<file path="config.mk">
export PLATFORM = sky130hd
export DESIGN_NAME = gnss_response_field_extractor
export DESIGN_NICKNAME = d
export VERILOG_FILES = /design/src/sv/gre_pkg.sv /design/src/sv/gnss_response_field_extractor.sv /design/src/sv/gre_in_reg.sv /design/src/sv/gre_core.sv /design/src/sv/gre_out_reg.sv
export VERILOG_INCLUDE_DIRS = /design/src /design/src/sv
export SDC_FILE = /design/constraint.sdc
export NUM_CORES = 1
export LEC_CHECK = 0
export ABC_AREA = 1
export BUFFER_PORTS_ARGS = -buffer_cell sky130_fd_sc_hd__buf_2
export CAP_MARGIN = 20
export CORE_AREA = 2 2 153 95
export DETAILED_ROUTE_END_ITERATION = 8
export DIE_AREA = 0 0 155 97
export PLACE_DENSITY_LB_ADDON = 0.2
export SYNTH_ARGS = -nofsm -noshare
export SYNTH_HDL_FRONTEND = slang
export SYNTH_SLANG_ARGS = --single-unit
</file>
<file path="constraint.sdc">
create_clock -name clk_i -period 4.3 [get_ports clk_i]
set_clock_uncertainty 0.15 [all_clocks]
set_input_delay 0.86 -clock clk_i [delete_from_list [all_inputs] [get_ports clk_i]]
set_output_delay 0.86 -clock clk_i [all_outputs]
set_load 0.1 [all_outputs]
</file>
<file path="src/sv/assert_macros.svh">
// Assertion macros used by the RTL top level of the response field extractor.
`ifndef ASSERT_MACROS_SVH
`define ASSERT_MACROS_SVH

// Same-cycle implication, sampled on clk_i, idle while rst_ni is low.
`define ASSERT_IMPL(name, ante, cons) \
  name: assert property (@(posedge clk_i) disable iff (!rst_ni) (ante) |-> (cons)) \
    else $error("implication check failed");

// Next-cycle implication, sampled on clk_i, idle while rst_ni is low.
`define ASSERT_NEXT(name, ante, cons) \
  name: assert property (@(posedge clk_i) disable iff (!rst_ni) (ante) |=> (cons)) \
    else $error("next-cycle check failed");

`endif

</file>
<file path="src/sv/gre_pkg.sv">
// Types, constants and helper functions of the response field extractor.
`timescale 1ns / 1ps

package gre_pkg;

  localparam int unsigned PrefixLen = 10;
  localparam int unsigned CntW      = 8;

  localparam logic [7:0] CharComma = 8'h2C;
  localparam logic [7:0] CharCr    = 8'h0D;
  localparam logic [7:0] CharPlus  = 8'h2B;

  localparam logic [CntW-1:0] CntMax       = '1;
  localparam logic [CntW-1:0] MaxLenReset  = 8'd31;
  localparam logic [CntW-1:0] FieldIdxReset = 8'd0;

  // Configuration register indexes.
  typedef enum logic {
    CFG_FIELD_INDEX = 1'b0,
    CFG_MAX_LEN     = 1'b1
  } cfg_reg_e;

  // Parser phase, one-hot.
  typedef enum logic [3:0] {
    PH_SEEK  = 4'b0001,
    PH_SKIP  = 4'b0010,
    PH_FIELD = 4'b0100,
    PH_DONE  = 4'b1000
  } phase_e;

  typedef enum logic {
    KIND_DATA = 1'b0,
    KIND_DONE = 1'b1
  } kind_e;

  // One accepted input beat held in the input register.
  typedef struct packed {
    logic       valid;
    logic [7:0] rx_byte;
    logic       last;
  } in_beat_t;

  // One result item on its way to the output register.
  typedef struct packed {
    logic       valid;
    kind_e      kind;
    logic [7:0] field_byte;
    logic [7:0] field_length;
    logic       found;
  } result_t;

  // Characters of the "+CGNSINF: " prefix.
  function automatic logic [7:0] prefix_char(input logic [3:0] idx);
    logic [7:0] ch;
    case (idx)
      4'd0:    ch = 8'h2B; // +
      4'd1:    ch = 8'h43; // C
      4'd2:    ch = 8'h47; // G
      4'd3:    ch = 8'h4E; // N
      4'd4:    ch = 8'h53; // S
      4'd5:    ch = 8'h49; // I
      4'd6:    ch = 8'h4E; // N
      4'd7:    ch = 8'h46; // F
      4'd8:    ch = 8'h3A; // :
      4'd9:    ch = 8'h20; // space
      default: ch = 8'h00;
    endcase
    return ch;
  endfunction

  function automatic logic [CntW-1:0] sat_inc(input logic [CntW-1:0] v);
    return (v == CntMax) ? v : v + 1'b1;
  endfunction

endpackage

</file>
<file path="src/sv/gnss_response_field_extractor.sv">
// Top level of the GNSS response field extractor.
//
//  channel   dir  handshake                      payload
//  s_axis    in   s_axis_tvalid_i/tready_o       tdata: rx_byte; tlast: end_of_response
//  m_axis    out  m_axis_tvalid_o/tready_i       tdata: field_byte, field_length, found
//                                                tuser: kind
//  cfg       in   cfg_valid_i/cfg_ready_o        cfg_index_i, cfg_data_i
//
// Each byte beat passes an input register, the combinational parser logic and a result
// register, and any result that it causes reaches m_axis from that result register.
// One byte is taken every cycle while the result register is free or being emptied.
// A stall on m_axis holds the input register, which then deasserts s_axis_tready_o.
// Reset clears the parser to prefix search, field_index to 0 and max_field_len to 31.
`timescale 1ns / 1ps
`include "assert_macros.svh"

module gnss_response_field_extractor (
  input  logic        clk_i,
  input  logic        rst_ni,
  input  logic        s_axis_tvalid_i,
  output logic        s_axis_tready_o,
  input  logic [7:0]  s_axis_tdata_i,   // [7:0] rx_byte
  input  logic        s_axis_tlast_i,
  output logic        m_axis_tvalid_o,
  input  logic        m_axis_tready_i,
  output logic [23:0] m_axis_tdata_o,   // [7:0] field_byte, [15:8] field_length, [16] found
  output logic        m_axis_tuser_o,   // [0] kind
  input  logic        cfg_valid_i,
  output logic        cfg_ready_o,
  input  logic        cfg_index_i,
  input  logic [7:0]  cfg_data_i
);

  gre_pkg::in_beat_t beat;
  gre_pkg::result_t  res;
  gre_pkg::phase_e   phase;
  logic              out_free;
  logic              advance;

  assign cfg_ready_o = 1'b1;
  assign advance     = beat.valid && out_free;

  gre_in_reg u_in_reg (
    .clk_i      (clk_i),
    .rst_ni     (rst_ni),
    .s_tvalid_i (s_axis_tvalid_i),
    .s_tready_o (s_axis_tready_o),
    .s_tdata_i  (s_axis_tdata_i),
    .s_tlast_i  (s_axis_tlast_i),
    .advance_i  (advance),
    .beat_o     (beat)
  );

  gre_core u_core (
    .clk_i       (clk_i),
    .rst_ni      (rst_ni),
    .cfg_we_i    (cfg_valid_i && cfg_ready_o),
    .cfg_index_i (gre_pkg::cfg_reg_e'(cfg_index_i)),
    .cfg_data_i  (cfg_data_i),
    .beat_i      (beat),
    .advance_i   (advance),
    .res_o       (res),
    .phase_o     (phase)
  );

  gre_out_reg u_out_reg (
    .clk_i      (clk_i),
    .rst_ni     (rst_ni),
    .res_i      (res),
    .advance_i  (advance),
    .free_o     (out_free),
    .m_tvalid_o (m_axis_tvalid_o),
    .m_tready_i (m_axis_tready_i),
    .m_tdata_o  (m_axis_tdata_o),
    .m_tuser_o  (m_axis_tuser_o)
  );

  // The input side never stalls while the result register is empty.
  `ASSERT_IMPL(a_ready_when_out_empty, !m_axis_tvalid_o, s_axis_tready_o)
  // A data byte is only produced while inside the selected field.
  `ASSERT_IMPL(a_data_only_in_field, advance && res.valid && res.kind == gre_pkg::KIND_DATA,
               phase == gre_pkg::PH_FIELD)
  // The last beat of a response returns the parser to prefix search.
  `ASSERT_NEXT(a_restart_after_last, advance && beat.last, phase == gre_pkg::PH_SEEK)

endmodule

</file>
<file path="src/sv/gre_in_reg.sv">
// Input register: holds one accepted byte beat until the parser consumes it.
`timescale 1ns / 1ps

module gre_in_reg (
  input  logic              clk_i,
  input  logic              rst_ni,
  input  logic              s_tvalid_i,
  output logic              s_tready_o,
  input  logic [7:0]        s_tdata_i,
  input  logic              s_tlast_i,
  input  logic              advance_i,
  output gre_pkg::in_beat_t beat_o
);

  logic       valid_q, valid_d;
  logic [7:0] byte_q;
  logic       last_q;
  logic       take;

  assign s_tready_o = !valid_q || advance_i;
  assign take       = s_tvalid_i && s_tready_o;

  always_comb begin
    valid_d = valid_q;
    if (take) begin
      valid_d = 1'b1;
    end else if (advance_i) begin
      valid_d = 1'b0;
    end
  end

  always_ff @(posedge clk_i or negedge rst_ni) begin
    if (!rst_ni) begin
      valid_q <= 1'b0;
    end else begin
      valid_q <= valid_d;
    end
  end

  always_ff @(posedge clk_i) begin
    if (take) begin
      byte_q <= s_tdata_i;
      last_q <= s_tlast_i;
    end
  end

  assign beat_o = '{valid: valid_q, rx_byte: byte_q, last: last_q};

endmodule

</file>
<file path="src/sv/gre_core.sv">
// Parser core: configuration registers, prefix/comma/field state and result logic.
`timescale 1ns / 1ps

module gre_core (
  input  logic              clk_i,
  input  logic              rst_ni,
  input  logic              cfg_we_i,
  input  gre_pkg::cfg_reg_e cfg_index_i,
  input  logic [7:0]        cfg_data_i,
  input  gre_pkg::in_beat_t beat_i,
  input  logic              advance_i,
  output gre_pkg::result_t  res_o,
  output gre_pkg::phase_e   phase_o
);

  logic [7:0] field_index_q, max_len_q;

  gre_pkg::phase_e phase_q, phase_d;
  logic [3:0]      matched_q, matched_d;
  logic [7:0]      commas_q, commas_d;
  logic [7:0]      taken_q, taken_d;

  logic [7:0] c;
  logic       is_term;

  assign c       = beat_i.rx_byte;
  assign is_term = (c == gre_pkg::CharComma) || (c == gre_pkg::CharCr);

  always_ff @(posedge clk_i or negedge rst_ni) begin
    if (!rst_ni) begin
      field_index_q <= gre_pkg::FieldIdxReset;
      max_len_q     <= gre_pkg::MaxLenReset;
    end else if (cfg_we_i) begin
      case (cfg_index_i)
        gre_pkg::CFG_FIELD_INDEX: field_index_q <= cfg_data_i;
        gre_pkg::CFG_MAX_LEN:     max_len_q     <= cfg_data_i;
        default: ;
      endcase
    end
  end

  always_comb begin
    logic data_ok;
    logic [7:0] commas_inc;
    phase_d   = phase_q;
    matched_d = matched_q;
    commas_d  = commas_q;
    taken_d   = taken_q;
    data_ok   = 1'b0;
    res_o     = '{valid: 1'b0, kind: gre_pkg::KIND_DATA, field_byte: 8'd0,
                  field_length: 8'd0, found: 1'b0};
    commas_inc = gre_pkg::sat_inc(commas_q);

    case (phase_q)
      gre_pkg::PH_SEEK: begin
        if (c == gre_pkg::prefix_char(matched_q)) begin
          matched_d = matched_q + 4'd1;
        end else begin
          matched_d = (c == gre_pkg::CharPlus) ? 4'd1 : 4'd0;
        end
        if (matched_d == 4'(gre_pkg::PrefixLen)) begin
          matched_d = 4'd0;
          commas_d  = 8'd0;
          taken_d   = 8'd0;
          phase_d   = (field_index_q == 8'd0) ? gre_pkg::PH_FIELD : gre_pkg::PH_SKIP;
        end
      end
      gre_pkg::PH_SKIP: begin
        if (c == gre_pkg::CharComma) begin
          commas_d = commas_inc;
          if (commas_inc >= field_index_q) begin
            phase_d = gre_pkg::PH_FIELD;
          end
        end
      end
      gre_pkg::PH_FIELD: begin
        if (is_term) begin
          res_o = '{valid: 1'b1, kind: gre_pkg::KIND_DONE, field_byte: 8'd0,
                    field_length: taken_q, found: 1'b1};
          phase_d = gre_pkg::PH_DONE;
        end else if (taken_q < max_len_q) begin
          data_ok = 1'b1;
        end
      end
      gre_pkg::PH_DONE: ;
      default: ;
    endcase

    if (beat_i.last) begin
      // The end of a response closes it with a not-found result unless it
      // has already been closed.
      if (!res_o.valid && phase_d != gre_pkg::PH_DONE) begin
        res_o = '{valid: 1'b1, kind: gre_pkg::KIND_DONE, field_byte: 8'd0,
                  field_length: 8'd0, found: 1'b0};
      end
      phase_d   = gre_pkg::PH_SEEK;
      matched_d = 4'd0;
      commas_d  = 8'd0;
      taken_d   = 8'd0;
    end else if (data_ok) begin
      res_o = '{valid: 1'b1, kind: gre_pkg::KIND_DATA, field_byte: c,
                field_length: 8'd0, found: 1'b0};
      taken_d = gre_pkg::sat_inc(taken_q);
    end
  end

  always_ff @(posedge clk_i or negedge rst_ni) begin
    if (!rst_ni) begin
      phase_q   <= gre_pkg::PH_SEEK;
      matched_q <= 4'd0;
      commas_q  <= 8'd0;
      taken_q   <= 8'd0;
    end else if (advance_i) begin
      phase_q   <= phase_d;
      matched_q <= matched_d;
      commas_q  <= commas_d;
      taken_q   <= taken_d;
    end
  end

  assign phase_o = phase_q;

endmodule

</file>
<file path="src/sv/gre_out_reg.sv">
// Result register: holds one result beat until the downstream side takes it.
`timescale 1ns / 1ps

module gre_out_reg (
  input  logic             clk_i,
  input  logic             rst_ni,
  input  gre_pkg::result_t res_i,
  input  logic             advance_i,
  output logic             free_o,
  output logic             m_tvalid_o,
  input  logic             m_tready_i,
  output logic [23:0]      m_tdata_o,
  output logic             m_tuser_o
);

  logic             valid_q, valid_d;
  gre_pkg::result_t res_q;
  logic             load;

  assign load   = advance_i && res_i.valid;
  assign free_o = !valid_q || m_tready_i;

  always_comb begin
    valid_d = valid_q;
    if (valid_q && m_tready_i) begin
      valid_d = 1'b0;
    end
    if (load) begin
      valid_d = 1'b1;
    end
  end

  always_ff @(posedge clk_i or negedge rst_ni) begin
    if (!rst_ni) begin
      valid_q <= 1'b0;
    end else begin
      valid_q <= valid_d;
    end
  end

  always_ff @(posedge clk_i) begin
    if (load) begin
      res_q <= res_i;
    end
  end

  assign m_tvalid_o = valid_q;
  assign m_tdata_o  = {7'd0, res_q.found, res_q.field_length, res_q.field_byte};
  assign m_tuser_o  = res_q.kind;

endmodule

</file>
==> metrics.md <==
| Metric | Value |
|---|---|
| Status | complete, no violations |
| Path depth of the worst reg2reg path | 25 |
| Yosys top cell by area | dfrtp_1 |
| RSZ-0062 raised after global routing | no |
| Accumulated negative setup slack | 0 ns |
| Placeable Area | 13500 µm² |
| Fraction of layout instances using a drive strength above 1 | 20.04% |
| Count of buffers inserted at the top-level ports | 42 |
| Largest net degree at the start of global routing | 43 |
| Die Footprint | 15040 µm² |
| Via count | 3158 |
| #FFs+latches synth | 69 |
| Sw power | 0.7245 mW |
| Vertical die dimension | 97 µm |
| Arrival time at the worst endpoint | 3.56 ns |
| Setup slack of the most critical reg-to-reg path | 0.61 ns |
| Syn Inst Count | 477 |
| Area growth syn-to-layout | 16.69% |
| CP required | 4.17 ns |
| Antenna violations before repair | 0 |
| Relative slew slack | 57.20% |
| Top cell type's share of synthesized area | 22.26% |
| Hpwl dp | 6.935 mm |
| Worst-case clock buffer depth | 2 |
| Slew Limit Fails | 0 |
| Detailed-route wire length per cell | 13.11 µm |
| Post-route DRC violation count | 0 |
| Peak ir drop on the vdd network | 230.4 µV |
| Internal power of the cells | 1.320 mW |
| Pleak | 2.120 nW |
| Synth warn | 0 |
| Relative contribution of combinational cells to total power | 25.1% |
| Count of unique library cells instantiated by Yosys | 40 |
| Capture instance of the worst register-to-register path | u_out_reg.m_tuser_o |
| Clk network pwr share | 36.2% |
| Final count of hold timing violations | 0 |
| Multi-input logic area | 1798 µm² |
| Clock tree from TritonCTS | done |
| Cell types occupying the most area after synthesis | dfrtp_1 (22%), edfxtp_1 (20%), nand2_1 (10%) |
| Critical register-to-register path startpoint | u_core.commas_q[0] |
| Ratio of routed vias to standard cells | 4.486 |
| Switching portion of total power | 35.44% |
| Post-CTS setup buffer count | 0 |
| Min cycle time layout | 3.691 ns |
| Final ANT Viol Nets | 0 |
| Total iterations of the first detailed-routing run | 4 |
| Ports placed on the boundary | 51 |
| Share of the cycle needed by the critical path after routing | 85.83% |
| Clk pin slew, worst setup/hold paths | 0.06 ns |
| Seq/Total Area, Yosys | 46.18% |
| Max-cap violations | 0 |
| Final standard cell utilization of the core | 34.98% |
| Root buf cell | clkbuf_16 |
| Post-Route WL | 9.232 mm |
| F_max | 271.0 MHz |
| Total setup violations reported at the end of the flow | 0 |
| Peak fanout along the critical path | 18 |
| NumNets Final | 567 |
| Number of DRC markers after the initial detailed-route iteration | 246 |
| H-tree depth | 3 |
| Total overflow reported by the global router | 0 |
| Number of CTS-inserted buffers | 9 |
| Sequential cell fraction of total power | 38.6% |
| Number of global-route vias before repair | 3002 |
| Areal power density over the cells | 432.9 nW/µm² |
| Worst Setup Slack post-DPL | 0.4572 ns |
| Hold Crit Class | in -> async |
| Worst Setup Start Kind | flop |
| Filler cells | 1400 |
| Setup slack after layout | 0.6094 ns |
| Post-Syn Area per Cell | 8.486 µm² |
| First-pass GRT wire length | 15.63 mm |
| Cell area after synthesis | 4048 µm² |
| Crit Path Class | reg -> reg |
| Std-Cell Rows | 33 |
| Sink count of the clock tree | 69 |
| Starting density of the core | 29.98% |
| Latest clock arrival within the worst-skew pair | 0.34 ns |
| Die extent in x | 155 µm |
| Storage element area | 1869 µm² |
| Placer's final routability congestion estimate | 0.8876 |
| Total routing resource utilization after global routing | 13.27% |
| Measured slew at the worst slew-check pin | 0.6361 ns |
| Endpoint type of the worst setup path | flop |
| Antenna Diode Count | 0 |
## state kept, by name (all words and copies together), names as in the netlist
name                  flops
u_core.commas_q           8
u_core.field_index_q      8
u_core.matched_q          4
u_core.max_len_q          8
u_core.phase_o            4
u_core.taken_q            8
u_in_reg.byte_q           8
u_in_reg.last_q           1
u_in_reg.valid_q          1
u_out_reg.m_tdata_o      17
u_out_reg.m_tuser_o       1
u_out_reg.m_tvalid_o      1
## metrics by stage
step	instance area, µm²	cells	total power [mW]	hold WS (ns)
3_3_place_gp	4402	687	1.301	0.3256
5_1_grt	4723	704	2.162	0.2623
3_5_place_dp	4402	687	1.305	0.3280
6_report	4723	704	2.044	0.2546
4_1_cts	4696	703	2.061	0.3422
2_1_floorplan	4070	483	1.218	0.3030
## power groups by stage
| stage | combinational, mW | clock (mW) | sequential, mW |
|---|---|---|---|
| after floorplan | 0.337 | 0 | 0.880 |
| after global placement | 0.500 | 0 | 0.801 |
| after detailed placement | 0.503 | 0 | 0.802 |
| after CTS | 0.509 | 0.762 | 0.790 |
| after global routing | 0.570 | 0.795 | 0.797 |
| final | 0.514 | 0.741 | 0.790 |
## placed cells by master (no fill, tap or decap), types with 3 or more instances in the layout
cell	Yosys	routed
nand2_1	109	109
inv_1	72	72
buf_2	0	42
nor2_1	40	39
dfrtp_1	36	36
o21ai_0	27	27
edfxtp_1	27	27
nand3_1	25	25
ha_1	20	20
a21oi_1	12	12
o21ai_2	9	9
clkbuf_16	0	9
xor2_1	8	8
nand2_2	8	8
conb_1	2	8
nor4_1	7	7
nor3_1	6	6
inv_2	6	6
dfstp_2	6	6
nand4_1	5	5
o21ai_1	5	5
o31ai_1	4	4
nor2_4	2	3
xnor2_1	3	3
nand2_4	3	3
o22ai_1	3	3
## critical path, cell delays in order, from the launching register on
cell and delay (ns):
dfrtp_1 0.39, ha_1 0.19, nand3_1 0.08, nor2_1 0.09, inv_1 0.06, nor2_1 0.13
inv_1 0.10, nor2_4 0.15, inv_1 0.09, nand2_1 0.07, xor2_1 0.18, inv_1 0.06
ha_1 0.29, nand2_1 0.06, nor2_1 0.13, nand4_1 0.09, o2111ai_1 0.15, nand3_1 0.11
nand3_1 0.11, nand2_1 0.07, nand3_1 0.10, nand2_1 0.09, nand2_1 0.07, nand2_1 0.06
inv_1 0.06, buf_4 0.24
## how the worst max path moves through the flow
stage | startpoint | to | slack (ns) | cells after the start
2_1_floorplan | u_core.commas_q[0] | u_out_reg.m_tdata_o[0] | 0.78 | 24
3_5_place_dp | u_core.commas_q[0] | u_out_reg.m_tdata_o[4] | 0.46 | 25
6_report | u_core.commas_q[0] | u_out_reg.m_tuser_o | 0.61 | 25
4_1_cts | u_core.commas_q[0] | u_out_reg.m_tuser_o | 0.46 | 25
5_1_grt | u_core.commas_q[0] | u_out_reg.m_tuser_o | 0.02 | 25
3_3_place_gp | u_core.commas_q[0] | u_out_reg.m_tdata_o[8] | 0.57 | 25
## layer usage
metal	track usage, %	share of wire, %
met1	21.46	58
met2	16.27	35
met3	4.122	6.0
met4	3.632	1.2
met5	0	0
## area by class of cell
cell class / count / area share [%]
Clock buffer: 10 / 4.848
Clock inverter: 6 / 1.377
Inverter: 80 / 6.464
Multi-Input combinational cell: 320 / 38.07
Sequential cell: 69 / 39.58
Tap cell: 175 / 4.636
Timing Repair Buffer: 44 / 5.033
## logic make-up after synthesis
group | count (synthesis) | share of synthesized area (%)
buffers and inverters | 94 | 10.14
adder cells (fa/ha/maj) | 20 | 6.182
other | 2 | 0.1855
flip-flops | 69 | 46.18
AND/OR/NAND/NOR | 215 | 24.88
XOR/XNOR | 12 | 2.782
AO/OA/AOI/OAI | 65 | 9.645
## synth_stat cells
master / n
a21oi_1: 12
a21oi_2: 1
buf_4: 8
buf_6: 3
clkbuf_1: 3
clkinv_1: 1
conb_1: 2
dfrtp_1: 36
dfstp_2: 6
edfxtp_1: 27
ha_1: 20
inv_1: 72
inv_2: 6
inv_6: 1
nand2_1: 109
nand2_2: 8
nand2_4: 3
nand3_1: 25
nand3_2: 2
nand3b_1: 1
nand4_1: 5
nand4_2: 2
nor2_1: 40
nor2_2: 2
nor2_4: 2
nor3_1: 6
nor4_1: 7
nor4_2: 2
nor4_4: 1
o2111ai_1: 2
o21a_1: 1
o21ai_0: 27
o21ai_1: 5
o21ai_2: 9
o22ai_1: 3
o31ai_1: 4
o32ai_1: 1
xnor2_1: 3
xor2_1: 8
xor2_2: 1
## timing repair
item                       4_1_cts  5_1_grt
setup endpoints to repair        0       18
resized for setup                0        2
hold buffers                     0        0
No activity file was read; power rests on OpenSTA's default activity.
